`config.mk`:
```
export PLATFORM = sky130hd
export DESIGN_NAME = vls_merge
export DESIGN_NICKNAME = d
export VERILOG_FILES = /design/src/rtl/vls_pkg.sv /design/src/rtl/vls_merge.sv
export SDC_FILE = /design/constraint.sdc
export NUM_CORES = 1
export LEC_CHECK = 0
export BUFFER_PORTS_ARGS = -buffer_cell sky130_fd_sc_hd__buf_2
export CAP_MARGIN = 25
export CELL_PAD_IN_SITES_DETAIL_PLACEMENT = 1
export CELL_PAD_IN_SITES_GLOBAL_PLACEMENT = 2
export CORE_MARGIN = 4
export CORE_UTILIZATION = 22
export DETAILED_ROUTE_END_ITERATION = 8
export PLACE_DENSITY_LB_ADDON = 0.2
export SETUP_SLACK_MARGIN = 0.3
export SLEW_MARGIN = 10
export SYNTH_ARGS = -nofsm -noshare
export SYNTH_HDL_FRONTEND = slang
export SYNTH_SLANG_ARGS = --single-unit
```
`constraint.sdc`:
```
create_clock -name clk -period 0.8 [get_ports clk]
set_clock_uncertainty 0.05 [all_clocks]
set_input_delay 0.16 -clock clk [delete_from_list [all_inputs] [get_ports clk]]
set_output_delay 0.16 -clock clk [all_outputs]
set_load 0.01 [all_outputs]
```
`src/rtl/vls_pkg.sv`:
```
// shared types and defaults for the vector length scaler
// no dependencies; used by every module under rtl
`default_nettype none

package vls_pkg;

    localparam int WIDTH_DEFAULT     = 32;
    localparam int FRAC_BITS_DEFAULT = 16;

    typedef enum logic [1:0] {
        CMD_NORM  = 2'd0,
        CMD_SET   = 2'd1,
        CMD_CLAMP = 2'd2,
        CMD_RSVD  = 2'd3
    } cmd_t;

    // per-transaction control travelling alongside the lanes
    typedef struct packed {
        logic valid;
        logic scale;
    } ctrl_t;

endpackage

`default_nettype wire

```
`src/rtl/vls_merge.sv`:
```
// merge stage: saturation, sign restore and pass-through select into the output register
// depends on vls_pkg
`default_nettype none

module vls_merge #(
    parameter int WIDTH = vls_pkg::WIDTH_DEFAULT
) (
    input  wire logic                   clk,
    input  wire logic                   rst_n,
    input  vls_pkg::ctrl_t              ctrl,
    input  wire logic [2:0][WIDTH-1:0]  q,
    input  wire logic [2:0][WIDTH-1:0]  raw,
    output logic                        done,
    output logic [2:0][WIDTH-1:0]       res,
    output logic                        scaled
);

    localparam int W = WIDTH;
    localparam logic [W-1:0] MAG_MAX = {1'b0, {(W-1){1'b1}}};

    logic                 done_reg;
    logic                 scaled_reg;
    logic [2:0][W-1:0]    res_reg;
    logic [2:0][W-1:0]    res_next;

    always_comb
    begin
        for (int i = 0; i < 3; i++)
        begin
            logic [W-1:0] m;
            m = (q[i] > MAG_MAX) ? MAG_MAX : q[i];
            if (!ctrl.scale)
            begin
                res_next[i] = raw[i];
            end
            else
            begin
                res_next[i] = raw[i][W-1] ? (~m + W'(1)) : m;
            end
        end
    end

    always_ff @(posedge clk or negedge rst_n)
    begin
        if (!rst_n)
        begin
            done_reg   <= 1'b0;
            scaled_reg <= 1'b0;
        end
        else
        begin
            done_reg   <= ctrl.valid;
            scaled_reg <= ctrl.valid & ctrl.scale;
        end
    end

    always_ff @(posedge clk)
    begin
        res_reg <= res_next;
    end

    assign done   = done_reg;
    assign scaled = scaled_reg;
    assign res    = res_reg;

endmodule

`default_nettype wire

```
; ---- Word-level counts from Yosys, hierarchy flattened
; Index checks and enable logic that the tools add are counted.
[word_totals]
out_inout_bits = 98
register_bits = 98
elab_cells = 24
inputBits = 196
[op_classes]
n_bitwise = 4
n_mux = 9
add_sub_neg = 3
magnitude_cmp = 3
[op_table]
columns = cell, n
row1 = $mux W32, 9
row2 = $add A32 B1 Y32 const B, 3
row3 = $gt A32 B31 Y1 const B, 3
row4 = $not A32 Y32, 3
row5 = $and A1 B1 Y1, 1

; ---- Longest topological paths before layout
[depth]
word_depth = 6
depth_mapped = 10
ltp_nobuf = 7

; ---- Worst setup path before layout
; OpenSTA, ideal clock, no wires.
[synth_path]
path_kind = input port to flip-flop
from = in q[63] (netlist bit)
to = reg res_reg, in the netlist res[58]
path_slack_ns = -1.979
path_stages = 10
t_arrival_ns = 2.667
required_ns = 0.688
path_buffers = 3
setup_ns = 0.062
cell_sequence = clkbuf_1 clkbuf_1 buf_1 nor2_1 ha_1 nor3b_1 nand4_1 or3_1 or4_1 nand3_1
[synth_lines]
columns = item, line
row1 = from (decl), vls_merge.sv:11  ; input wire logic [2:0][WIDTH-1:0] q,
row2 = to (signal assigned), vls_merge.sv:59  ; res_reg <= res_next;
row3 = to (decl), vls_merge.sv:23  ; logic [2:0][W-1:0] res_reg;

==> results.txt <==
* Maximum achievable frequency: 575 MHz
- Entering global routing, the biggest net connects 21 pins.
- VDD sags by at most 0.732 mV.
* Layout overhead on the synthesized area: 134%
- TritonCTS built the clock tree.
- Dividing the detail-routed via count by the number of cells gives 4.82.
- HP Class: input port to register
* Top flip-flop cell by instance count after synthesis: sky130_fd_sc_hd__dfxtp_1
- Die extent in y: 172 um
- Number of antenna violations at the first check in global routing: 6
* Number of nets in the layout: 1518
- Iteration count of the initial detailed-routing pass: 4
- The first global-routing pass estimated 48100 um of wire.
- Comb pwr share: 0.353
- In the final layout, the share of cells above drive strength 1 is 0.745.
- MaxCap Viol Count: 0
- The placed instances occupy a cell area of 0.0101 mm2.
- Across every metal layer, demand over resource in global routing totals 0.207.
- # clock sinks: 98
* Post-synthesis instance total: 738
* Average wire per cell in the routed design: 19.8 um
- Power share of the sequential group: 0.333
- Placer congestion estimate: 0.854
- Cell area after layout: 0.0139 mm2
- DRT antenna net count: 0
- The top cell types in the final layout, fill and taps aside, are sky130_fd_sc_hd__buf_4, sky130_fd_sc_hd__buf_2, sky130_fd_sc_hd__buf_6.
* Largest register FFs: 96
- Summing over every cut layer, the via total after detailed routing is 8027.
- Number of input and output port buffers inserted: 293
- Leakage: 0.00623 uW
* Number of global-route vias before repair: 8774
- Sum of negative setup slack: -79380 ps
* Average instance area after synthesis: 8.05 um2
- Class of the most critical setup path: input port to register
- The flow ran to the end, but the final reports show violations.
- Violated checks: hold timing, setup timing
* Post-layout worst setup margin: -938 ps
- In this run, synthesis inferred 0 flip-flops with an integrated enable.
* P_int: 12100 uW
- The final layout contains routed wiring with a total length of 33000 um.
- The worst setup path is launched from an input port.
* Sequential area share after synthesis: 0.332
* Number of hold-slack violations in the final timing report: 69
- The analysis attributes to net switching a power of 5040 uW.
- Synthesized netlist net count: 937
* Net Sw Frac: 0.295
- Grt ovf: 0
- Detailed placement ended at an HPWL of 23100 um.
- Summing every instance area after synthesis gives 0.00594 mm2.
- Clock tree synthesis selected as its root buffer the cell sky130_fd_sc_hd__clkbuf_16.
- Max-slew violations: 0
- Clock-pin slew was measured on the worst setup and hold paths at 70 ps.
- In the synthesized netlist the async set-or-reset flop fraction comes to 0.0204.
- The worst setup path is captured at a register.
- Setup violations remaining at the end of the flow were counted as 189.
* Die ar.: 0.0297 mm2
* Chip width: 172 um
- Filler instances: 2902
- Yosys warning total: 0
- Netlist cell types: 54
- Drc violations: 0
- The share of total power dissipated in the clock network is 0.314.
- For the worst setup path, the data required time is 990 ps.
- Floorplan core area: 0.0263 mm2
- Excluding fillers, the count of instances in the completed layout stands at 1664.
- In this run the power density over the cells is 1230 mW/mm2.
- Count of placed standard cells including taps: 1558
* Worst hold path depth: 1
- Count of routing violations after the opening detailed-route iteration: 263
- For this configuration, the core starts out at a cell density of 0.226.
- Leaving out fill and tap cells, the most frequent cell in the layout is sky130_fd_sc_hd__buf_4.
- Worst Tran Pin Value: 473 ps
* Core Util, Final: 0.529
* IO Count: 294
- Site row count: 59
- Number of synthesized register bits: 98
- In this run the worst path has a maximum fanout of 4.
* RSZ-0062 raised after global routing: true
- STA puts the critical path data arrival time at 1930 ps.
* Final critical delay including setup and external delays: 1740 ps
* Worst-case hold slack: -116 ps
- Maximum level of the CTS H-tree: 3
- Of the available clock period, the critical path in the final layout requires 2.17.
- The number of hold buffers added after CTS was 1.
- Max_slew headroom: 0.682
- Max clock buf depth: 2
* TritonCTS buffer count: 9
## critical path: stages
cell                       delay, ps
sky130_fd_sc_hd__buf_12          110
sky130_fd_sc_hd__buf_12          130
sky130_fd_sc_hd__buf_8           110
sky130_fd_sc_hd__nor4_4          290
sky130_fd_sc_hd__nand4b_1        220
sky130_fd_sc_hd__or3_1           380
sky130_fd_sc_hd__a2111o_1        390
sky130_fd_sc_hd__o221a_2         130
## cell families (layout without fill, tap and decap cells)
| kind of cell | count (synthesis) | after routing | share of synthesized area |
|---|---|---|---|
| adders and majority gates | 3 | 3 | 0.00632 |
| other | 0 | 5 | 0 |
| AOI/OAI and AO/OA | 165 | 165 | 0.191 |
| DFF | 98 | 98 | 0.332 |
| xor gates and xnor gates | 51 | 51 | 0.0752 |
| and+or+nand+nor | 303 | 303 | 0.246 |
| muxes | 61 | 61 | 0.114 |
| buffers and inverters | 57 | 643 | 0.0364 |
## final cells by class
type	instances	area, um2	share of cell area
Multi-Input combinational cell	583	5640	0.406
Timing Repair Buffer	615	5340	0.384
Sequential cell	98	2090	0.150
Tap cell	335	419	0.0302
Clock buffer	11	243	0.0175
Clock inverter	5	110	0.00792
Inverter	12	45.0	0.00324
Antenna cell	5	12.5	0.000900
## cells in the mapped netlist (all sizes together), types with 4 or more instances
cell    instances  share of area
nor2          121          0.076
xnor2           8          0.012
nand3          24          0.020
o31a            8          0.012
nand3b          4         0.0051
or3            14          0.015
o41ai          13          0.020
dfxtp          96           0.32
inv            11         0.0070
mux2i          10          0.017
a211o           6         0.0088
nand2          46          0.029
or2             6         0.0063
a22o            4         0.0059
nand4b          6         0.0088
nand4          13          0.014
buf             9         0.0061
a21o            4         0.0051
o221a           4         0.0076
nor4           25          0.028
clkbuf         36          0.023
xor2           43          0.063
a21oi          31          0.026
a31oi           4         0.0042
mux2           51          0.097
o31ai          21          0.027
o211ai          4         0.0051
a2111o          5         0.0095
or4             6         0.0082
nor3           28          0.024
o21ai          47          0.040
## power groups by stage
stage                     Clock (uW)  Sequential [uW]  Combinational, uW
after floorplan                    0             5960               1660
after global placement             0             5670               4160
after detailed placement           0             5680               4220
after CTS                       5550             5690               5620
after global routing            5730             5740               6450
final                           5370             5690               6030
## layer usage
| metal | routed length, um | part of all wire | global-route usage |
|---|---|---|---|
| met5 | 26 | 0.00079 | 0 |
| met4 | 708 | 0.021 | 0.0543 |
| met3 | 1430 | 0.043 | 0.0421 |
| met2 | 17000 | 0.52 | 0.374 |
| met1 | 13800 | 0.42 | 0.251 |
## path summary, 6_finish.rpt
path / start / to / slack [ps]
max in group asynchronous: rst_n / scaled / 520
worst min-delay path: ctrl[1] / done / -120
worst max-delay path: q[95] / res[76] / -940
min in group asynchronous: rst_n / done / 90
## through the flow
stage | setup WS, ps | power (uW)
2_1_floorplan | -1560 | 7620
3_3_place_gp | -1410 | 9840
3_5_place_dp | -1460 | 9900
4_1_cts | -951 | 16900
5_1_grt | -987 | 17900
6_report | -938 | 17100
## what timing repair did
item / CTS / global route
buffers inserted: 45 / 31
endpoints found under the hold margin: 80 / 70
pin swaps: 112 / 85
endpoints found under the setup margin: 195 / 195
resized for setup: 397 / 120
gates cloned: 8 / 0
Power figures use the tool's default switching activity.
